File: src/design/zblf_pkg.sv
// ----------------------------------------------------------------------------
// zblf_pkg
// Shared types, register map, reset values and constants of the depth-tested
// Lambert fill unit.
// ----------------------------------------------------------------------------
package zblf_pkg;

  localparam int DEF_MAX_GRID_WIDTH  = 128;
  localparam int DEF_MAX_GRID_HEIGHT = 128;
  localparam int DEF_RECT_W          = 4;
  localparam int DEF_RECT_H          = 4;

  localparam int CFG_ADDR_W  = 5;
  localparam int CFG_DATA_W  = 32;
  localparam int IN_TDATA_W  = 112;
  localparam int OUT_TDATA_W = 48;

  localparam int DEPTH_W    = 16;
  localparam int CELL_IDX_W = 15;

  localparam logic [DEPTH_W-1:0] FULL_SCALE = 16'hFFFF;
  localparam logic [31:0]        BRIGHT_MIN = 32'd26843546;

  localparam int QUEUE_DEPTH = 2;
  localparam int QPTR_W      = (QUEUE_DEPTH > 1) ? $clog2(QUEUE_DEPTH) : 1;
  localparam int QCNT_W      = $clog2(QUEUE_DEPTH + 1);

  localparam logic KIND_CLEAR = 1'b0;
  localparam logic KIND_FRAG  = 1'b1;

  typedef enum logic [2:0] {
    REG_GRID_WIDTH  = 3'd0,
    REG_GRID_HEIGHT = 3'd1,
    REG_LIGHT_DIR_X = 3'd2,
    REG_LIGHT_DIR_Y = 3'd3,
    REG_LIGHT_DIR_Z = 3'd4,
    REG_LIGHT_RED   = 3'd5,
    REG_LIGHT_GREEN = 3'd6,
    REG_LIGHT_BLUE  = 3'd7
  } reg_idx_t;

  typedef struct packed {
    logic        [7:0]  grid_width;
    logic        [7:0]  grid_height;
    logic signed [15:0] light_dir_x;
    logic signed [15:0] light_dir_y;
    logic signed [15:0] light_dir_z;
    logic        [9:0]  light_red;
    logic        [9:0]  light_green;
    logic        [9:0]  light_blue;
  } cfg_t;

  localparam cfg_t CFG_RESET = '{
    grid_width:  8'd128,
    grid_height: 8'd128,
    light_dir_x: 16'sd0,
    light_dir_y: 16'sd0,
    light_dir_z: 16'sd16384,
    light_red:   10'd256,
    light_green: 10'd256,
    light_blue:  10'd256
  };

  typedef struct packed {
    logic                    is_clear;
    logic [CELL_IDX_W-1:0]   cell_idx;
    logic [6:0]              cell_x;
    logic [6:0]              cell_y;
    logic [DEPTH_W-1:0]      depth;
    logic signed [15:0]      normal_x;
    logic signed [15:0]      normal_y;
    logic signed [15:0]      normal_z;
    logic [7:0]              albedo_red;
    logic [7:0]              albedo_green;
    logic [7:0]              albedo_blue;
  } q_entry_t;

  typedef struct packed {
    logic clearing;
  } back_status_t;

endpackage

File: src/design/zblf_front.sv
// ----------------------------------------------------------------------------
// zblf_front
// Accepts input words, drops fragments outside the grid or with negative
// depth, computes the cell index and queues clears and surviving fragments.
// ----------------------------------------------------------------------------
module zblf_front #(
  parameter int MAX_GRID_WIDTH  = zblf_pkg::DEF_MAX_GRID_WIDTH,
  parameter int MAX_GRID_HEIGHT = zblf_pkg::DEF_MAX_GRID_HEIGHT
) (
  input  logic                                in_tvalid,
  output logic                                in_tready,
  input  logic [zblf_pkg::IN_TDATA_W-1:0]     in_tdata,
  input  logic                                in_tuser,
  input  zblf_pkg::cfg_t                      cfg,
  input  zblf_pkg::back_status_t              status,
  input  logic                                q_full,
  output logic                                q_push,
  output zblf_pkg::q_entry_t                  q_data
);

  import zblf_pkg::*;

  logic [7:0]  cell_x;
  logic [7:0]  cell_y;
  logic [16:0] depth;
  logic [7:0]  gw;
  logic [7:0]  gh;
  logic        in_range;
  logic [15:0] idx_w;

  assign cell_x = in_tdata[7:0];
  assign cell_y = in_tdata[15:8];
  assign depth  = in_tdata[32:16];

  // The active grid never exceeds the size of the depth store.
  assign gw = (int'(cfg.grid_width) > MAX_GRID_WIDTH) ? 8'(MAX_GRID_WIDTH) : cfg.grid_width;
  assign gh = (int'(cfg.grid_height) > MAX_GRID_HEIGHT) ? 8'(MAX_GRID_HEIGHT) :
              cfg.grid_height;

  assign in_range = !cell_x[7] && !cell_y[7] && !depth[16] &&
                    ({1'b0, cell_x[6:0]} < gw) && ({1'b0, cell_y[6:0]} < gh);

  assign idx_w = 16'(cell_y[6:0]) * 16'(gw) + 16'(cell_x[6:0]);

  assign in_tready = !q_full && !status.clearing;
  assign q_push    = in_tvalid && in_tready && ((in_tuser == KIND_CLEAR) || in_range);

  always_comb begin
    q_data.is_clear     = (in_tuser == KIND_CLEAR);
    q_data.cell_idx     = idx_w[CELL_IDX_W-1:0];
    q_data.cell_x       = cell_x[6:0];
    q_data.cell_y       = cell_y[6:0];
    q_data.depth        = depth[DEPTH_W-1:0];
    q_data.normal_x     = in_tdata[48:33];
    q_data.normal_y     = in_tdata[64:49];
    q_data.normal_z     = in_tdata[80:65];
    q_data.albedo_red   = in_tdata[88:81];
    q_data.albedo_green = in_tdata[96:89];
    q_data.albedo_blue  = in_tdata[104:97];
  end

endmodule

File: config.mk
export PLATFORM = sky130hd
export DESIGN_NAME = zblf_front
export DESIGN_NICKNAME = d
export VERILOG_FILES = /design/src/design/zblf_pkg.sv /design/src/design/zblf_front.sv
export SDC_FILE = /design/constraint.sdc
export NUM_CORES = 1
export LEC_CHECK = 0
export CORE_AREA = 2 2 129 131
export DETAILED_ROUTE_END_ITERATION = 8
export DIE_AREA = 0 0 131 133
export DONT_BUFFER_PORTS = 1
export GPL_TIMING_DRIVEN = 1
export PLACE_DENSITY_LB_ADDON = 0.3
export REMOVE_ABC_BUFFERS = 1
export SYNTH_ARGS = -nofsm -noshare
export SYNTH_HDL_FRONTEND = slang
export SYNTH_SLANG_ARGS = --single-unit
File: constraint.sdc
create_clock -name vclk -period 5.2
set_input_delay 0.26 -clock vclk [all_inputs]
set_output_delay 0.26 -clock vclk [all_outputs]
set_load 0.03 [all_outputs]
After elaboration in Yosys (flattened, before gate mapping)
Index checks and enable logic that the tools add are counted.
{ "word_totals": {"regBits": 0} }
{ "classes": {"muxes": 2, "n_reduce_logical": 13, "n_lt_le_gt_ge": 4, "n_bitwise": 1, "addsub": 1, "multipliers": 1} }
{ "op_table": {"columns": ["cell", "count"], "rows": [
  ["> comparator 8 bit (second input constant)", 2],
  ["< comparator 7 x 8 -> 1 bit", 2],
  ["two-way mux 8 bit", 2],
  ["adder 15 x 7 -> 15 bit", 1],
  ["multiplier 7 x 8 -> 15 bit", 1],
  ["logical AND 1 bit", 7],
  ["logical NOT 1 bit", 5],
  ["logical OR 1 bit", 1],
  ["NOT 1 bit", 1]
]} }

Logic depth before layout (Yosys ltp)
{ "depth": {"word_depth": 7, "ltp_mapped": 17, "mapped_depth_nobuf": 16} }

Worst setup path before layout
Ideal clock, no wire load.
{ "synth_path": {"kind": "input to output", "start": "input cfg[93] in the netlist's numbering", "end": "output q_data[116] in the netlist's numbering", "path_slack_ns": 0.209, "arrival_ns": 4.731, "required_time_ns": 4.940, "cell_stages": 17, "cell_sequence": "clkbuf_1 > nor2b_1 > and2_1 > fa_1 > inv_1 > fa_1 > inv_1 > fa_1 > inv_1 > fa_1 > inv_1 > ha_1 > o21a_1 > o31a_1 > o31ai_1 > nand2_1 > a311oi_1"} }
{ "synth_rtl": {"columns": ["item", "line", "rtl"], "rows": [
  ["from (decl)", "zblf_front.sv:14", "input zblf_pkg::cfg_t cfg,"],
  ["to (decl)", "zblf_front.sv:18", "output zblf_pkg::q_entry_t q_data"]
]} }

==> reports/metrics.yaml <==
global_routing:
  antenna_found_initial: 0
  grt.overflow.total: 0
  grt_first_pass_wirelength_mm: 21.2
  grtUsageTotal: 0.187
  grt_max_degree: 18
  grt_pass1_vias: 2223
power_and_ir_drop:
  switchingPower_uw: 397
  p_leak_nw: 1.45
  power_frac_comb: 1.000
  power.density_mw_per_mm2: 217
  p_sw_frac: 0.633
  vdd_drop_max_mv: 0.131
  power_frac_seq: 0
  p_int_uw: 230
  clockPowerShare: 0
synthesis:
  synth_area_leaders: "buf_4 (23%), fa_1 (22%), ha_1 (18%)"
  synth.most_common_cell: "buf_4"
  synth.distinct_cells: 42
  netlist_instances: 406
  avgSynthCellArea_sq_um: 8.11
  yosysSeqAreaShare: 0
  yosys.area.top_type: "buf_4"
  synth_top_area_frac: 0.232
  yosysWarnings: 0
  synth_common_cells: "buf_4 (102), inv_1 (58), ha_1 (48), and2_1 (47), fa_1 (36)"
  netlist_area_sq_mm: 0.00329
route:
  vias_per_cell: 4.44
  drt-initial-drc-count: 153
  ant_nets: 0
  drc: 0
  routed_wl_mm: 17.2
  vias: 2376
  first_pass_iters: 4
  wl_per_cell_um: 32.2
critical_path:
  worstPathCellList: "nor2b_1 -> and2_1 -> fa_1 -> fa_1 -> fa_1 -> inv_1 -> fa_1 -> inv_1 -> ha_1 -> nand4_1 -> nor2_1 -> o31ai_1 -> and3_1 -> a311oi_1 -> buf_4"
  slowest_stage: "fa_1"
  startpoint_type: "input port"
  slowest_delay_ns: 0.55
  arrival_ns: 4.71
  cp_top_family: "adder cells"
  critPathBufInv: 3
  crit_path_end_kind: "output port"
  cpMostUsedCell: "fa_1"
  crit_fanout: 8
  crit_type: "in2out"
  required_ns: 4.94
placed_design:
  detailedPlace.worstSlack_ns: 0.162
  placedCellCount: 535
  routabilityCongestion: 0.828
  io_buffers: 0
  dp_hpwl_mm: 15.6
cells_and_area:
  drive_gt1_frac: 0.0540
  multi_input_area_sq_mm: 0.00231
  finalNetCount: 611
  fillers: 1824
  synthToLayoutAreaGrowth_pct: -12.1
  layout.cells.non_filler: 535
  nFlopsAndLatches: 0
  nClkBuffers: 0
  seqCellArea_sq_um: 0
  antenna_cells: 0
  fin_util: 0.179
floorplan:
  initial_utilization: 0.204
  row_count: 47
  die_w_um: 131
  dieArea_sq_mm: 0.0174
  die_y_um: 133
  io_pins: 330
  core_sq_mm: 0.0162
worst_hold_path:
  worst_hold_path_type: "in2out"
  holdCritStartpoint: "in_tdata[13]"
  whs_endpoint: "q_data[93]"
  hold_path_depth: 0
sta:
  rsz0062_at_grt: "no"
  timing.final.crit_share: 0.955
  tns_ns: 0
  relSlewSlack: 0.303
  worstMarginPinSlew_ns: 1.04
  fmax_mhz: 201
  timing.final.ws_setup_ns: 0.233
  min_period_ns: 4.97
  setup_viol: 0
  holdWs_ns: 0.520
  hold_viol: 0
  drv_slew: 0
clock_network:
  holdBufCountCts: 0
  cts_setup_buffers: 0
flow_run:
  cap_violations: 0
status:
  outcome: "complete, no violations"
[cell usage in the layout, fill, tap and decap left out, types with 4 or more instances in the layout]
cell and n:
nor2_1 13, nand2_1 17, nor3_1 7, and2_1 47, nand2b_1 10, a21o_1 4
fa_1 36, a21oi_1 8, ha_1 48, nor2b_1 11, buf_4 13, inv_1 58
[logic make-up (layout without fill, tap and decap cells)]
family | after synthesis | after routing | share of synthesized area
and+or+nand+nor | 117 | 117 | 0.200
muxes | 1 | 1 | 0.00304
buffers and inverters | 162 | 71 | 0.301
xor gates and xnor gates | 6 | 6 | 0.0160
AOI/OAI and AO/OA | 36 | 36 | 0.0794
adders and majority gates | 84 | 84 | 0.401
[how the worst max path moves through the flow]
stage                        endpoint    start  slack (ns)  cells past startpoint
final                     q_data[116]  cfg[90]        0.23                     15
after global routing      q_data[116]  cfg[90]        0.05                     15
after CTS                 q_data[116]  cfg[89]        0.14                     15
after detailed placement  q_data[116]  cfg[89]        0.16                     15
after global placement    q_data[116]  cfg[89]        0.17                     15
after floorplan           q_data[116]  cfg[86]        0.34                     15
[per-layer routing]
| layer | routed length [um] | global-route usage | share of wire |
|---|---|---|---|
| met2 | 7880 | 0.300 | 0.46 |
| met1 | 3240 | 0.110 | 0.19 |
| met3 | 2370 | 0.0906 | 0.14 |
| met4 | 3670 | 0.311 | 0.21 |
| met5 | 46 | 0.0235 | 0.0027 |
[stage by stage]
step | instance area (sq um) | power, mW
floorplan | 2520 | 0.467
global placement | 2890 | 0.633
detailed placement | 2890 | 0.634
CTS | 2890 | 0.640
global route | 2900 | 0.696
finish | 2900 | 0.628
[final cells by class]
class,instances,share of cell area
inverters,58,0.0752
multi-input cells,244,0.796
well taps,220,0.0950
repair buffers,13,0.0337
[repair_timing]
item,CTS,global route
endpoints found under the hold margin,0,0
endpoints found under the setup margin,0,1
gates resized for setup,0,1
[power groups by stage]
stage | Sequential, mW | Clock, mW | Combinational [mW]
after detailed placement | 0 | 0 | 0.634
after global placement | 0 | 0 | 0.633
after global routing | 0 | 0 | 0.696
final | 0 | 0 | 0.628
after floorplan | 0 | 0 | 0.467
after CTS | 0 | 0 | 0.640
Note: power is estimated with default switching activity, not from simulation.
