### src/design/zblf_pkg.sv
// ----------------------------------------------------------------------------
// zblf_pkg
// Shared types, register map, reset values and constants of the depth-tested
// Lambert fill unit.
// ----------------------------------------------------------------------------
package zblf_pkg;

  localparam int DEF_MAX_GRID_WIDTH  = 128;
  localparam int DEF_MAX_GRID_HEIGHT = 128;
  localparam int DEF_RECT_W          = 4;
  localparam int DEF_RECT_H          = 4;

  localparam int CFG_ADDR_W  = 5;
  localparam int CFG_DATA_W  = 32;
  localparam int IN_TDATA_W  = 112;
  localparam int OUT_TDATA_W = 48;

  localparam int DEPTH_W    = 16;
  localparam int CELL_IDX_W = 15;

  localparam logic [DEPTH_W-1:0] FULL_SCALE = 16'hFFFF;
  localparam logic [31:0]        BRIGHT_MIN = 32'd26843546;

  localparam int QUEUE_DEPTH = 2;
  localparam int QPTR_W      = (QUEUE_DEPTH > 1) ? $clog2(QUEUE_DEPTH) : 1;
  localparam int QCNT_W      = $clog2(QUEUE_DEPTH + 1);

  localparam logic KIND_CLEAR = 1'b0;
  localparam logic KIND_FRAG  = 1'b1;

  typedef enum logic [2:0] {
    REG_GRID_WIDTH  = 3'd0,
    REG_GRID_HEIGHT = 3'd1,
    REG_LIGHT_DIR_X = 3'd2,
    REG_LIGHT_DIR_Y = 3'd3,
    REG_LIGHT_DIR_Z = 3'd4,
    REG_LIGHT_RED   = 3'd5,
    REG_LIGHT_GREEN = 3'd6,
    REG_LIGHT_BLUE  = 3'd7
  } reg_idx_t;

  typedef struct packed {
    logic        [7:0]  grid_width;
    logic        [7:0]  grid_height;
    logic signed [15:0] light_dir_x;
    logic signed [15:0] light_dir_y;
    logic signed [15:0] light_dir_z;
    logic        [9:0]  light_red;
    logic        [9:0]  light_green;
    logic        [9:0]  light_blue;
  } cfg_t;

  localparam cfg_t CFG_RESET = '{
    grid_width:  8'd128,
    grid_height: 8'd128,
    light_dir_x: 16'sd0,
    light_dir_y: 16'sd0,
    light_dir_z: 16'sd16384,
    light_red:   10'd256,
    light_green: 10'd256,
    light_blue:  10'd256
  };

  typedef struct packed {
    logic                    is_clear;
    logic [CELL_IDX_W-1:0]   cell_idx;
    logic [6:0]              cell_x;
    logic [6:0]              cell_y;
    logic [DEPTH_W-1:0]      depth;
    logic signed [15:0]      normal_x;
    logic signed [15:0]      normal_y;
    logic signed [15:0]      normal_z;
    logic [7:0]              albedo_red;
    logic [7:0]              albedo_green;
    logic [7:0]              albedo_blue;
  } q_entry_t;

  typedef struct packed {
    logic clearing;
  } back_status_t;

endpackage

### src/design/zblf_queue.sv
// ----------------------------------------------------------------------------
// zblf_queue
// Short register queue that decouples the classifying front from the back.
// ----------------------------------------------------------------------------
module zblf_queue (
  input  logic                clk,
  input  logic                rst_n,
  input  logic                push,
  input  zblf_pkg::q_entry_t  push_data,
  output logic                full,
  input  logic                pop,
  output zblf_pkg::q_entry_t  head,
  output logic                empty
);

  import zblf_pkg::*;

  q_entry_t            entry_r [QUEUE_DEPTH];
  logic [QPTR_W-1:0]   wr_ptr_r;
  logic [QPTR_W-1:0]   wr_ptr_nxt;
  logic [QPTR_W-1:0]   rd_ptr_r;
  logic [QPTR_W-1:0]   rd_ptr_nxt;
  logic [QCNT_W-1:0]   cnt_r;
  logic [QCNT_W-1:0]   cnt_nxt;

  assign full  = (cnt_r == QCNT_W'(QUEUE_DEPTH));
  assign empty = (cnt_r == '0);
  assign head  = entry_r[rd_ptr_r];

  always_comb begin
    wr_ptr_nxt = wr_ptr_r;
    rd_ptr_nxt = rd_ptr_r;
    cnt_nxt    = cnt_r;
    if (push) begin
      wr_ptr_nxt = (wr_ptr_r == QPTR_W'(QUEUE_DEPTH - 1)) ? '0 : wr_ptr_r + 1'b1;
    end
    if (pop) begin
      rd_ptr_nxt = (rd_ptr_r == QPTR_W'(QUEUE_DEPTH - 1)) ? '0 : rd_ptr_r + 1'b1;
    end
    if (push && !pop) begin
      cnt_nxt = cnt_r + 1'b1;
    end else if (pop && !push) begin
      cnt_nxt = cnt_r - 1'b1;
    end
  end

  always_ff @(posedge clk) begin
    if (push) begin
      entry_r[wr_ptr_r] <= push_data;
    end
    if (!rst_n) begin
      wr_ptr_r <= '0;
      rd_ptr_r <= '0;
      cnt_r    <= '0;
    end else begin
      wr_ptr_r <= wr_ptr_nxt;
      rd_ptr_r <= rd_ptr_nxt;
      cnt_r    <= cnt_nxt;
    end
  end

endmodule

### config.mk
export PLATFORM = sky130hd
export DESIGN_NAME = zblf_queue
export DESIGN_NICKNAME = d
export VERILOG_FILES = /design/src/design/zblf_pkg.sv /design/src/design/zblf_queue.sv
export SDC_FILE = /design/constraint.sdc
export NUM_CORES = 1
export LEC_CHECK = 0
export ABC_CLOCK_PERIOD_IN_PS = 7900
export BUFFER_PORTS_ARGS = -buffer_cell sky130_fd_sc_hd__buf_4
export CORE_MARGIN = 2
export CORE_UTILIZATION = 52
export DETAILED_ROUTE_END_ITERATION = 6
export GPL_TIMING_DRIVEN = 0
export PLACE_DENSITY_LB_ADDON = 0.2
export RECOVER_POWER = 100
export SETUP_SLACK_MARGIN = 0.3
export SYNTH_ARGS = -nofsm -noshare
export SYNTH_HDL_FRONTEND = slang
export SYNTH_SLANG_ARGS = --single-unit
### constraint.sdc
create_clock -name clk -period 7.9 [get_ports clk]
set_clock_uncertainty 0.05 [all_clocks]
set_input_delay 0.395 -clock clk [delete_from_list [all_inputs] [get_ports clk]]
set_output_delay 0.395 -clock clk [all_outputs]
set_load 0.05 [all_outputs]
* Word-level counts from Yosys, hierarchy flattened
Memories as Yosys holds them, arrays and structs flattened. A register that Yosys moved wholly into a read port is not among the register bits.
Cells that the tools add are included.
W data, S select, Z words.
** Word-level totals
- Flip-flop bits (word level) :: 4
- Bits in writable memories :: 236
- Input bits :: 122
- Output and inout port bits :: 120
- Logic and storage cells :: 23
- Memories kept :: 1
** Memories
- entry_r :: depth 2, bits a word 118, rd ports 1, clocked after memory_dff 1, wr ports 1, line zblf_queue.sv:18 : q_entry_t entry_r [QUEUE_DEPTH];
** Cells by class
- Add/sub/neg operators :: 4
- Equality and inequality tests :: 1
- Mux-type cells :: 8
- Reductions and logical operators :: 6
** Operators by type and width (count)
- $mux W1 :: 6
- $mux W2 :: 2
- $add A1 B1 Y1 const B :: 2
- $add A2 B1 Y2 const B :: 1
- $eq A2 B2 Y1 const B :: 1
- $logic_and A1 B1 Y1 :: 2
- $logic_not A1 Y1 :: 2
- $logic_not A2 Y1 :: 1
- $reduce_bool A2 Y1 :: 1
- $sub A2 B1 Y2 const B :: 1

* Depth between registers and ports, before layout
- Word-level depth :: 4
- Mapped depth :: 5
- Mapped depth without buffers :: 5

* Worst setup path after synthesis
OpenSTA, ideal clock, no wires.
- Kind :: input -> register
- Start :: in push
- End :: mem entry_r[0][0] (netlist bit) (enable)
- Setup time :: 611 ps
- Arrival time :: 5547 ps
- Required time :: 7239 ps
- Setup slack :: 1692 ps
- Stages :: 1
- Path buffers :: 0
- Path through :: nor2b_1
** Between the ends
- Cells in the longest elaborated chain, start to end :: 2
** RTL lines
- start, declared :: line zblf_queue.sv:8 : input logic push,
- $mux W1 :: line zblf_queue.sv:48 : if (push) begin
- $mux W1 (implied by the code) :: line zblf_queue.sv:49 : entry_r[wr_ptr_r] <= push_data;
- end, declared :: line zblf_queue.sv:18
No other way between the ends.

* Worst setup path after layout
- Start :: reg wr_ptr_r
- End :: mem entry_r[1][79] (netlist bit) (enable)
** RTL lines
- start, declared :: line zblf_queue.sv:19 : logic [QPTR_W-1:0] wr_ptr_r;
- start signal, assigned :: line zblf_queue.sv:56 : wr_ptr_r <= wr_ptr_nxt;
No word-level cell before the write port.

==> results.md <==
- **outcome** complete, but fails checks
- **failing checks** capacitance limit, slew limit
- **Fillers** 1,226
- **data arrival time of the worst path** 4.04 ns
- **vertical die dimension** 134 µm
- **antenna violations before repair** 1
- **maximum level of the CTS H-tree** 1
- **multiplexer share of the synthesized area** 16.0%
- **width of the chip** 134 µm
- **Setup violations, final** 0
- **M1 WL** 6230 µm
- **Floorplan Core Area** 16,600 µm²
- **sum of net half-perimeters after detailed placement** 11,200 µm
- **XOR/XNOR Fraction of Synth Area** 0.299%
- **drt via density** 5.04
- **leakage component of the power** 3.95 nW
- **maximum clock frequency** 254 MHz
- **area share of and/or/nand/nor cells after synthesis** 0.612%
- **Max clock buf depth** 3
- **peak supply drop** 0.207 mV
- **wire length after detailed routing** 16,400 µm
- **I/O pin total** 242
- **final core utilization** 67.7%
- **Crit path required time** 8.00 ns
- **reg2reg setup slack** 3.96 ns
- **RSZ-0062 raised after global routing** false
- **Adder-Cell Fraction of Synth Area** 0.142%
- **fin crit share** 49.8%
- **area enclosed by the die boundary** 18,000 µm²
- **all-layer global routing usage** 18.0%
- **total grt overflow** 0
- **gate count after technology mapping** 389
- **compound-gate portion of the synthesized area** 0.228%
- **worst hold slack** 0.0496 ns
- **area post-placement** 11,000 µm²
- **largest family of logic cells by synthesized area** multiplexers
- **DRC Markers** 0
- **TritonCTS buffer count** 24
- **Least-Margin Pin Slew** 3.98 ns
- **largest net degree at the start of global routing** 63
- **clk root buf** sky130_fd_sc_hd__clkbuf_16
- **1st-pass router iterations** 6
- **number of synthesized register bits** 241
- **count of clock tree sinks** 241
- **first-iteration detailed-routing DRC count** 187
- **part of the Yosys area used for sequential elements** 81.7%
- **share of post-route cells with drive strength above 1** 39.1%
- **net count of the finished layout** 786
- **count of warnings emitted by yosys** 0
- **Avg WL per Cell** 18.2 µm
- **vias** 4,542
- **TritonCTS clock tree** yes
- **clk_lat worst skew** 0.50 ns
- **biggest fanout along the worst timing path** 62
- **count of distinct cell types in the synthesized netlist** 17
- **Post-Syn Area** 8800 µm²
- **Syn Area/Cell** 22.6 µm²
- **number of buffers inserted by post-CTS setup repair** 0
- **final weighted congestion in routability-driven placement** 0.698
- **number of antenna cells inserted** 0
- **CP endpoint kind** register
- **routed length on met2** 8220 µm
- **global-route wire length before repair** 25,200 µm
- **Pins Over Slew Limit** 156
- **minimum period implied by the final worst setup slack** 3.94 ns
- **Crit Path Category** register to register
- **met3 WL** 1640 µm
- **Fin. Hold Viols** 0
- **Cell Pwr Density** 276 nW/µm²
- **total nets after synthesis** 512
- **Post-Layout Inst Area** 11,200 µm²
- **clock transition at the register clock pins on the worst setup and hold paths after CTS** 0.06 ns
- **initial core utilization** 53.0%
- **vias in the first global route** 4,859
- **total area of sequential cells** 7190 µm²
- **max capacitance violation total** 4
- **number of rows in the core area** 47
- **uppermost routed layer** met5
- **launching element type of the critical path** register
- **remaining antenna violation count after routing** 0
- **Syn-to-layout area delta** 27.6%
- **tightest slew margin relative to the limit** -166%
- **PortBufs** 241
- **class of the tightest hold or removal check** primary input to register
- **area used by multi-input combinational logic** 1450 µm²
area by class of cell:
| class | instances | area share, % |
|---|---|---|
| multi-input combinational | 134 | 12.9 |
| clock inverter | 18 | 1.42 |
| inverter | 1 | 0.0334 |
| clock buffer | 26 | 5.61 |
| tap | 220 | 2.45 |
| timing repair buffer | 248 | 13.1 |
| sequential | 241 | 64.0 |
| buffer | 13 | 0.435 |
critical path, stage by stage (launching register included):
cell	delay, ns
sky130_fd_sc_hd__dfxtp_1	0.34
sky130_fd_sc_hd__and2_0	2.84
sky130_fd_sc_hd__buf_16	0.30
cell usage after synthesis:
cell                       count  area (µm²)
sky130_fd_sc_hd__a21boi_1      1        7.51
sky130_fd_sc_hd__and2_1        4        25.0
sky130_fd_sc_hd__buf_2         9        45.0
sky130_fd_sc_hd__buf_6         4        45.0
sky130_fd_sc_hd__dfxtp_1       5         100
sky130_fd_sc_hd__edfxtp_1    236        7090
sky130_fd_sc_hd__ha_1          1        12.5
sky130_fd_sc_hd__inv_1         1        3.75
sky130_fd_sc_hd__mux2_2       98        1100
sky130_fd_sc_hd__mux2_4       20         300
sky130_fd_sc_hd__nor2_1        1        3.75
sky130_fd_sc_hd__nor2b_1       3        18.8
sky130_fd_sc_hd__o21a_1        1        7.51
sky130_fd_sc_hd__o21ai_0       1        5.00
sky130_fd_sc_hd__or3_1         1        6.26
sky130_fd_sc_hd__xnor2_1       1        8.76
sky130_fd_sc_hd__xor2_1        2        17.5
report_power, final:
group / internal [mW] / leakage, nW / switching [mW] / total, mW
sequential: 1.48 / 2.26 / 0.0148 / 1.50
combinational: 0.139 / 1.30 / 0.347 / 0.487
clock: 0.670 / 0.390 / 0.442 / 1.11
final timing paths:
path / from / end / cells after the start
max reg2reg: wr_ptr_r / entry_r[1][79] / 2
max: wr_ptr_r / entry_r[1][79] / 2
min: push_data[29] / entry_r[0][29] / 1
min reg2reg: cnt_r[1] / cnt_r[1] / 2
metrics by stage:
step / power (mW) / cells / worst slack [ns] / TNS [ns]
global placement: 2.07 / 850 / -1.18 / -139.49
global route: 3.20 / 901 / 3.58 / 0
detailed placement: 2.08 / 855 / 5.88 / 0
CTS: 3.19 / 899 / 5.55 / 0
finish: 3.10 / 901 / 3.96 / 0
floorplan: 1.90 / 389 / 1.69 / 0
state kept, by name, summed over array words and instances, names as in the netlist, named ones only:
signal,flops
rd_ptr_r,1
wr_ptr_r,1
cnt_r,2
entry_r,236
repair_timing:
item	CTS	global route
hold buffers	0	2
endpoints found under the hold margin	0	3
gates resized for setup	0	0
metal layers:
metal	track usage [%]	up-vias
met4	5.44	2
met2	30.8	177
li1	-	2104
met1	21.6	2230
met3	6.31	29
met5	0	-
placed cells by master (no fill, tap or decap), types with 2 or more instances in the layout:
cell,synthesis,final
sky130_fd_sc_hd__and2_0,0,3
sky130_fd_sc_hd__buf_4,0,40
sky130_fd_sc_hd__bufinv_16,0,3
sky130_fd_sc_hd__clkbuf_1,0,123
sky130_fd_sc_hd__clkbuf_16,0,25
sky130_fd_sc_hd__clkbuf_4,0,95
sky130_fd_sc_hd__clkinv_1,0,7
sky130_fd_sc_hd__clkinv_2,0,7
sky130_fd_sc_hd__dfxtp_1,5,5
sky130_fd_sc_hd__dlygate4sd3_1,0,2
sky130_fd_sc_hd__edfxtp_1,236,236
sky130_fd_sc_hd__mux2_1,0,24
sky130_fd_sc_hd__mux2_2,98,92
sky130_fd_sc_hd__mux2_4,20,2
sky130_fd_sc_hd__nor2b_1,3,3
sky130_fd_sc_hd__xor2_1,2,2
cells by family after synthesis:
group,after synthesis
buf+inv,14
xor+xnor,3
simple gates,9
flops,241
compound gates,3
fa+ha+maj,1
mux,118
No activity file was read; power rests on OpenSTA's default activity.
