<file path="config.mk">
export PLATFORM = sky130hd
export DESIGN_NAME = zblf_regs
export DESIGN_NICKNAME = d
export VERILOG_FILES = /design/src/design/zblf_pkg.sv /design/src/design/zblf_regs.sv
export SDC_FILE = /design/constraint.sdc
export NUM_CORES = 1
export LEC_CHECK = 0
export BUFFER_PORTS_ARGS = -buffer_cell sky130_fd_sc_hd__buf_2
export CAP_MARGIN = 20
export CORE_AREA = 2 2 98 109
export CTS_BUF_LIST = sky130_fd_sc_hd__clkbuf_8
export DETAILED_ROUTE_END_ITERATION = 16
export DIE_AREA = 0 0 100 111
export GPL_ROUTABILITY_DRIVEN = 1
export GPL_TIMING_DRIVEN = 0
export PLACE_DENSITY = 0.77
export SYNTH_ARGS = -nofsm -noshare
export SYNTH_HDL_FRONTEND = slang
export SYNTH_SLANG_ARGS = --single-unit
</file>
<file path="constraint.sdc">
create_clock -name clk -period 1.35 [get_ports clk]
set_input_delay 0.135 -clock clk [delete_from_list [all_inputs] [get_ports clk]]
set_output_delay 0.135 -clock clk [all_outputs]
set_load 0.05 [all_outputs]
</file>
<file path="src/design/zblf_pkg.sv">
// ----------------------------------------------------------------------------
// zblf_pkg
// Shared types, register map, reset values and constants of the depth-tested
// Lambert fill unit.
// ----------------------------------------------------------------------------
package zblf_pkg;

  localparam int DEF_MAX_GRID_WIDTH  = 128;
  localparam int DEF_MAX_GRID_HEIGHT = 128;
  localparam int DEF_RECT_W          = 4;
  localparam int DEF_RECT_H          = 4;

  localparam int CFG_ADDR_W  = 5;
  localparam int CFG_DATA_W  = 32;
  localparam int IN_TDATA_W  = 112;
  localparam int OUT_TDATA_W = 48;

  localparam int DEPTH_W    = 16;
  localparam int CELL_IDX_W = 15;

  localparam logic [DEPTH_W-1:0] FULL_SCALE = 16'hFFFF;
  localparam logic [31:0]        BRIGHT_MIN = 32'd26843546;

  localparam int QUEUE_DEPTH = 2;
  localparam int QPTR_W      = (QUEUE_DEPTH > 1) ? $clog2(QUEUE_DEPTH) : 1;
  localparam int QCNT_W      = $clog2(QUEUE_DEPTH + 1);

  localparam logic KIND_CLEAR = 1'b0;
  localparam logic KIND_FRAG  = 1'b1;

  typedef enum logic [2:0] {
    REG_GRID_WIDTH  = 3'd0,
    REG_GRID_HEIGHT = 3'd1,
    REG_LIGHT_DIR_X = 3'd2,
    REG_LIGHT_DIR_Y = 3'd3,
    REG_LIGHT_DIR_Z = 3'd4,
    REG_LIGHT_RED   = 3'd5,
    REG_LIGHT_GREEN = 3'd6,
    REG_LIGHT_BLUE  = 3'd7
  } reg_idx_t;

  typedef struct packed {
    logic        [7:0]  grid_width;
    logic        [7:0]  grid_height;
    logic signed [15:0] light_dir_x;
    logic signed [15:0] light_dir_y;
    logic signed [15:0] light_dir_z;
    logic        [9:0]  light_red;
    logic        [9:0]  light_green;
    logic        [9:0]  light_blue;
  } cfg_t;

  localparam cfg_t CFG_RESET = '{
    grid_width:  8'd128,
    grid_height: 8'd128,
    light_dir_x: 16'sd0,
    light_dir_y: 16'sd0,
    light_dir_z: 16'sd16384,
    light_red:   10'd256,
    light_green: 10'd256,
    light_blue:  10'd256
  };

  typedef struct packed {
    logic                    is_clear;
    logic [CELL_IDX_W-1:0]   cell_idx;
    logic [6:0]              cell_x;
    logic [6:0]              cell_y;
    logic [DEPTH_W-1:0]      depth;
    logic signed [15:0]      normal_x;
    logic signed [15:0]      normal_y;
    logic signed [15:0]      normal_z;
    logic [7:0]              albedo_red;
    logic [7:0]              albedo_green;
    logic [7:0]              albedo_blue;
  } q_entry_t;

  typedef struct packed {
    logic clearing;
  } back_status_t;

endpackage

</file>
<file path="src/design/zblf_regs.sv">
// ----------------------------------------------------------------------------
// zblf_regs
// APB-style register file holding grid size, light direction and strengths.
// ----------------------------------------------------------------------------
module zblf_regs (
  input  logic                                clk,
  input  logic                                rst_n,
  input  logic                                cfg_psel,
  input  logic                                cfg_penable,
  input  logic                                cfg_pwrite,
  input  logic [zblf_pkg::CFG_ADDR_W-1:0]     cfg_paddr,
  input  logic [zblf_pkg::CFG_DATA_W-1:0]     cfg_pwdata,
  output logic [zblf_pkg::CFG_DATA_W-1:0]     cfg_prdata,
  output logic                                cfg_pready,
  output zblf_pkg::cfg_t                      cfg
);

  import zblf_pkg::*;

  cfg_t     cfg_r;
  cfg_t     cfg_nxt;
  logic     wr_en;
  reg_idx_t idx;

  assign cfg_pready = 1'b1;
  assign wr_en      = cfg_psel && cfg_penable && cfg_pwrite && cfg_pready;
  assign idx        = reg_idx_t'(cfg_paddr[CFG_ADDR_W-1:2]);

  always_comb begin
    cfg_nxt = cfg_r;
    if (wr_en) begin
      case (idx)
        REG_GRID_WIDTH:  cfg_nxt.grid_width  = cfg_pwdata[7:0];
        REG_GRID_HEIGHT: cfg_nxt.grid_height = cfg_pwdata[7:0];
        REG_LIGHT_DIR_X: cfg_nxt.light_dir_x = cfg_pwdata[15:0];
        REG_LIGHT_DIR_Y: cfg_nxt.light_dir_y = cfg_pwdata[15:0];
        REG_LIGHT_DIR_Z: cfg_nxt.light_dir_z = cfg_pwdata[15:0];
        REG_LIGHT_RED:   cfg_nxt.light_red   = cfg_pwdata[9:0];
        REG_LIGHT_GREEN: cfg_nxt.light_green = cfg_pwdata[9:0];
        REG_LIGHT_BLUE:  cfg_nxt.light_blue  = cfg_pwdata[9:0];
        default: ;
      endcase
    end
  end

  always_comb begin
    case (idx)
      REG_GRID_WIDTH:  cfg_prdata = {24'd0, cfg_r.grid_width};
      REG_GRID_HEIGHT: cfg_prdata = {24'd0, cfg_r.grid_height};
      REG_LIGHT_DIR_X: cfg_prdata = {16'd0, cfg_r.light_dir_x};
      REG_LIGHT_DIR_Y: cfg_prdata = {16'd0, cfg_r.light_dir_y};
      REG_LIGHT_DIR_Z: cfg_prdata = {16'd0, cfg_r.light_dir_z};
      REG_LIGHT_RED:   cfg_prdata = {22'd0, cfg_r.light_red};
      REG_LIGHT_GREEN: cfg_prdata = {22'd0, cfg_r.light_green};
      REG_LIGHT_BLUE:  cfg_prdata = {22'd0, cfg_r.light_blue};
      default:         cfg_prdata = '0;
    endcase
  end

  always_ff @(posedge clk) begin
    if (!rst_n) begin
      cfg_r <= CFG_RESET;
    end else begin
      cfg_r <= cfg_nxt;
    end
  end

  assign cfg = cfg_r;

endmodule

</file>
* Word level (Yosys, flattened, before mapping) *
Index checks and enable logic that the tools add are counted.
W data, S select, Z words.

storage, ports and cells
  ROM bits = 0
  memory bits (writable) = 0
  input bits = 42
  logic and storage cells = 27
  memories kept = 0
  latch bits = 0
  register bits = 94

cells by class
  bitwise gates (word level) = 0
  add/subtract/negate cells = 0
  divide/modulo/power cells = 0
  mux-type cells = 1
  equal/unequal tests = 7
  reductions and logical operators = 11
  order comparisons = 0
  multipliers = 0
  shift operators = 0

operators with widths
  operator              count
  $pmux W32 S8          1
  $reduce_and A2 Y1     8
  $eq A3 B3 Y1 const B  4
  $eq A3 B2 Y1 const B  2
  $eq A3 B1 Y1 const B  1
  $logic_not A3 Y1      1
  $logic_and A1 B1 Y1   2

* Logic depth before layout (Yosys ltp) *
  depth after elaboration = 3
  depth in mapped cells = 7

* Worst setup path before layout *
OpenSTA, ideal clock, no wires.

  kind = input to output
  start = input cfg_paddr[2] (netlist bit)
  end = output cfg_prdata[10] (netlist bit)
  setup slack = -0.729 ns
  stages on the path = 5
  data required time = 1.215 ns
  arrival = 1.944 ns
  buffers on the path = 3
  cell sequence = buf_2 > buf_2 > buf_2 > mux2i_1 > o21ai_0

between the ends
  cells in the longest elaborated chain, start to end = 2
  elaborated cells on any way between the ends = 9
  classes of those cells = eq/ne (7); mux (1); reduce/logical (1)

RTL lines
  element                               line             RTL
  from (decl)                           zblf_regs.sv:11  input logic [zblf_pkg::CFG_ADDR_W-1:0] cfg_paddr,
  $eq A3 B3 Y1 (tied with other cells)  zblf_regs.sv:47  case (idx)
  $pmux W32 S8 (*)                      zblf_regs.sv:47
  to (decl)                             zblf_regs.sv:13  output logic [zblf_pkg::CFG_DATA_W-1:0] cfg_prdata,

Mark *: on every way between the ends. The rest lies on a longest branch, timed or not. The select of a mux whose other input is x is not followed.

* Worst setup path after layout *
  start = register cfg_r, in the netlist cfg[21]
  end = output cfg_prdata[1] (netlist bit)

between the ends
  cells in the longest elaborated chain, start to end = 1

RTL lines
  element                 line             RTL
  from (decl)             zblf_regs.sv:20  cfg_t cfg_r;
  from (signal assigned)  zblf_regs.sv:64  cfg_r <= cfg_nxt;
  $pmux W32 S8            zblf_regs.sv:47

No other way between the ends. The select of a mux whose other input is x is not followed.

==> results.md <==
- Result of the run: finished with violations
- Violations in the final reports: negative setup slack
- Floorplan Core Area: 0.0101 mm²
- HPWL after DPL: 11.1 mm
- Most frequent cells in the layout: sky130_fd_sc_hd__nand2_1, sky130_fd_sc_hd__buf_2, sky130_fd_sc_hd__a21boi_0, sky130_fd_sc_hd__dfxtp_2, sky130_fd_sc_hd__buf_4
- Minimum clock period: between 1.5 and 2 ns
- Worst-Skew Late Latency: 0.38 ns
- Floorplan die width: around 100 µm
- Fin. Hold Viols: 0
- Clock-pin slew reported for the worst setup and hold paths after clock tree synthesis: roughly 0.09 ns
- Die Footprint: 0.0111 mm²
- Hold path cells: 3
- Initial cell density of the core: around 44%
- Maximum clock rate: between 500 and 600 MHz
- Required arrival time at the worst endpoint: 1.22 ns
- Crit path launch type: flip-flop
- Proportion of synthesized area in mux cells: around a tenth
- Number of violations of the max-capacitance limit: 0
- Parity-gate share of the synthesized area counting xor and xnor cells: 0%
- Detailed router's first-iteration violation count: 287
- Yosys Warn Count: 0
- Gate count of the mapped netlist: roughly 540
- Antenna Cells: 0
- Clock root cell: sky130_fd_sc_hd__clkbuf_8
- Reg-to-reg setup timing slack: a little under 0.5 ns
- DRT Pass-1 Iters: 7
- Average detailed-routed wire length per instance: 18.6 µm
- Total vias in the final route: ~4,600
- Average size of a mapped cell: 8.31 µm²
- Post-synth design cell area: 0.00451 mm²
- Boundary Pins: 169
- Leftover overflow at the end of global routing: 0
- Number of placement rows: 39
- Number of DRC violations after detailed routing: 0
- Hold endpoint: cfg[60]$_SDFFE_PN0P_
- Setup skew after layout: 0 ns
- Leakage power figure: 2.69 nW
- Cell with the largest stage delay on the worst path: sky130_fd_sc_hd__dfxtp_4
- Worst flop-to-flop path startpoint: cfg[27]$_SDFFE_PN0P_
- Routed Wire Length: 15.7 mm
- Net count of the finished layout: 754
- P per Cell Area: 919 mW/mm²
- Largest family of logic cells by synthesized area: compound AO/OA/AOI/OAI gates
- Worst hold path type: input port to flip-flop
- First-pass GRT wire length: 23.5 mm
- Category of the worst setup path capture point: output port
- Final cycle utilization of the critical path: 138%
- Slew margin rel.: a little under three fifths
- Largest stage delay, worst path: ~0.35 ns
- Via-to-Cell Ratio: about 5.5
- Sequential fraction of the synthesis area: about two fifths
- Measured slew at the worst slew-check pin: 0.653 ns
- Endpoints failing setup: 10
- Area grow syn2layout: 42.3%
- Final ANT Viol Nets: 0
- CTS max path bufs: 2
- Critical Path Fanout Max: 2
- Initial antenna violation count: 1
- Fraction of final layout cells with drive strength greater than 1: 44.6%
- WP data arrival: ~1.7 ns
- Height of the die: 111 µm
- R2R Path End: cfg[27]$_SDFFE_PN0P_
- Total routing resource utilization after global routing: 27.7%
- Arithmetic-cell share of the synthesized area counting full adders, half adders and majority gates: 0%
- Critical path origin: cfg[21]$_SDFFE_PN0P_
- Number of flip-flops in the largest register: between 90 and 100
- Final-report max-slew violation count: 0
- IR Drop Worst-Case VDD: between 0.4 and 0.5 mV
- Share of the core filled with cells in the final layout: 63.3%
- Most common library cell in the layout ignoring fill and taps: sky130_fd_sc_hd__nand2_1
- Simple-gate share of the synthesized area: 18.5%
- Count of state elements after synthesis: 94
- Compound-gate portion of the synthesized area: between 20% and 30%
- Clock buffer count from CTS: 9
- Count of H-tree levels built during CTS: 3
- Via count of the first global-routing pass: 4,409
- Critical path, cell by cell: mux2_4 -> a22o_1 -> a221oi_2 -> nor2_4 -> buf_6
- CTS tree: built
- Pre-CTS setup slack: -0.432 ns
- Unique cell type count in the Yosys netlist: 33
- Largest net degree at the start of global routing: 15
- Post-layout worst setup margin: -0.515 ns
- Placer Congestion: 0.910
- Clock Sinks: 94
- IO Port Bufs: 122
- Classification of the worst setup path: flip-flop to output port
- Worst reg-to-reg path cell count: 4
- Worst hold path startpoint: cfg_pwdata[14]
- Setup repair after global routing missed its margin: yes
layer usage:
| metal | track usage, % | share of wire [%] | vias to the layer above |
|---|---|---|---|
| li1 | - | - | 2137 |
| met1 | 34.4 | 39 | 2202 |
| met2 | 47.1 | 49 | 226 |
| met3 | 4.16 | 6.9 | 50 |
| met4 | 12.6 | 4.7 | 2 |
| met5 | 0 | 0.089 | - |
critical path, delay by kind of cell (launching register included):
kind	cells	cell delay, ns
multiplexers	1	0.28
buffers and inverters	1	0.15
AO/OA/AOI/OAI	2	0.53
flip-flops	1	0.35
AND/OR/NAND/NOR	1	0.05
Yosys cell counts:
cell type | n | area share, %
sky130_fd_sc_hd__a221oi_1 | 15 | 2.9
sky130_fd_sc_hd__nand4b_4 | 1 | 0.53
sky130_fd_sc_hd__nand3b_1 | 1 | 0.17
sky130_fd_sc_hd__clkbuf_2 | 1 | 0.11
sky130_fd_sc_hd__nor3_2 | 1 | 0.22
sky130_fd_sc_hd__nor2_1 | 20 | 1.7
sky130_fd_sc_hd__nand2b_1 | 3 | 0.42
sky130_fd_sc_hd__inv_1 | 8 | 0.67
sky130_fd_sc_hd__or2_2 | 2 | 0.28
sky130_fd_sc_hd__a21o_1 | 1 | 0.17
sky130_fd_sc_hd__clkbuf_1 | 25 | 2.1
sky130_fd_sc_hd__buf_4 | 20 | 3.3
sky130_fd_sc_hd__nor2b_1 | 14 | 1.9
sky130_fd_sc_hd__or3_1 | 3 | 0.42
sky130_fd_sc_hd__buf_2 | 15 | 1.7
sky130_fd_sc_hd__nor2_4 | 1 | 0.25
sky130_fd_sc_hd__nand3_1 | 5 | 0.55
sky130_fd_sc_hd__nand4_2 | 1 | 0.28
sky130_fd_sc_hd__a21oi_1 | 3 | 0.33
sky130_fd_sc_hd__a22oi_1 | 1 | 0.17
sky130_fd_sc_hd__mux2i_1 | 30 | 6.7
sky130_fd_sc_hd__nand2_1 | 139 | 12
sky130_fd_sc_hd__o21ai_0 | 38 | 4.2
sky130_fd_sc_hd__buf_1 | 3 | 0.25
sky130_fd_sc_hd__conb_1 | 2 | 0.17
sky130_fd_sc_hd__mux2_2 | 10 | 2.5
sky130_fd_sc_hd__nor2_2 | 2 | 0.28
sky130_fd_sc_hd__a21boi_1 | 16 | 2.7
sky130_fd_sc_hd__dfxtp_1 | 94 | 42
sky130_fd_sc_hd__o32a_1 | 1 | 0.22
sky130_fd_sc_hd__mux4_2 | 1 | 0.50
sky130_fd_sc_hd__a22o_1 | 7 | 1.4
sky130_fd_sc_hd__a21boi_0 | 59 | 9.8
cell families after synthesis:
kind of cell	Yosys count
compound gates	141
buf+inv	72
flops	94
mux	41
other cells	2
simple gates	193
repair_timing:
item                                    CTS  global route
endpoints found under the setup margin   16            27
gates resized for setup                  71            16
pin swaps                                15             6
setup buffers                            18             3
hold buffers                              0             0
hold endpoints to repair                  0             0
report_power, final:
part           leakage, nW  internal (mW)  switching [mW]  total [mW]
registers            0.785           2.79          0.0188        2.81
clock network        0.124           1.19            1.01        2.19
logic                 1.78          0.290           0.606       0.897
total                 2.69           4.27            1.63        5.90
cell type report:
| cell class | instances | area, µm² |
|---|---|---|
| fillers | 852 | 3730 |
| multi-input cells | 392 | 2760 |
| flip-flops and latches | 94 | 1960 |
| repair buffers | 143 | 880 |
| plain buffers | 64 | 404 |
| clock buffers | 12 | 165 |
| well taps | 123 | 154 |
| clock inverters | 4 | 68.8 |
| inverters | 8 | 30.0 |
metrics by stage:
| step | cell area [µm²] | instances | setup TNS, ns | power (mW) | hold slack (ns) |
|---|---|---|---|---|---|
| 2_1_floorplan | 4930 | 558 | -0.661 | 3.49 | 0.259 |
| 4_1_cts | 6310 | 837 | -4.42 | 5.86 | 0.00467 |
| 6_report | 6420 | 840 | -4.29 | 5.90 | 0.00605 |
| 3_3_place_gp | 5700 | 803 | -11.58 | 3.66 | 0.390 |
| 5_1_grt | 6420 | 840 | -4.64 | 6.04 | 0.0315 |
| 3_5_place_dp | 5700 | 803 | -14.62 | 3.67 | 0.398 |
worst max-delay path by stage:
| stage | endpoint | cells after the start |
|---|---|---|
| 6_report | cfg_prdata[1] | 5 |
| 5_1_grt | cfg_prdata[1] | 5 |
| 4_1_cts | cfg_prdata[1] | 5 |
| 3_5_place_dp | cfg_prdata[0] | 9 |
| 3_3_place_gp | cfg_prdata[0] | 9 |
| 2_1_floorplan | cfg_prdata[0] | 7 |
Power figures use the tool's default switching activity.
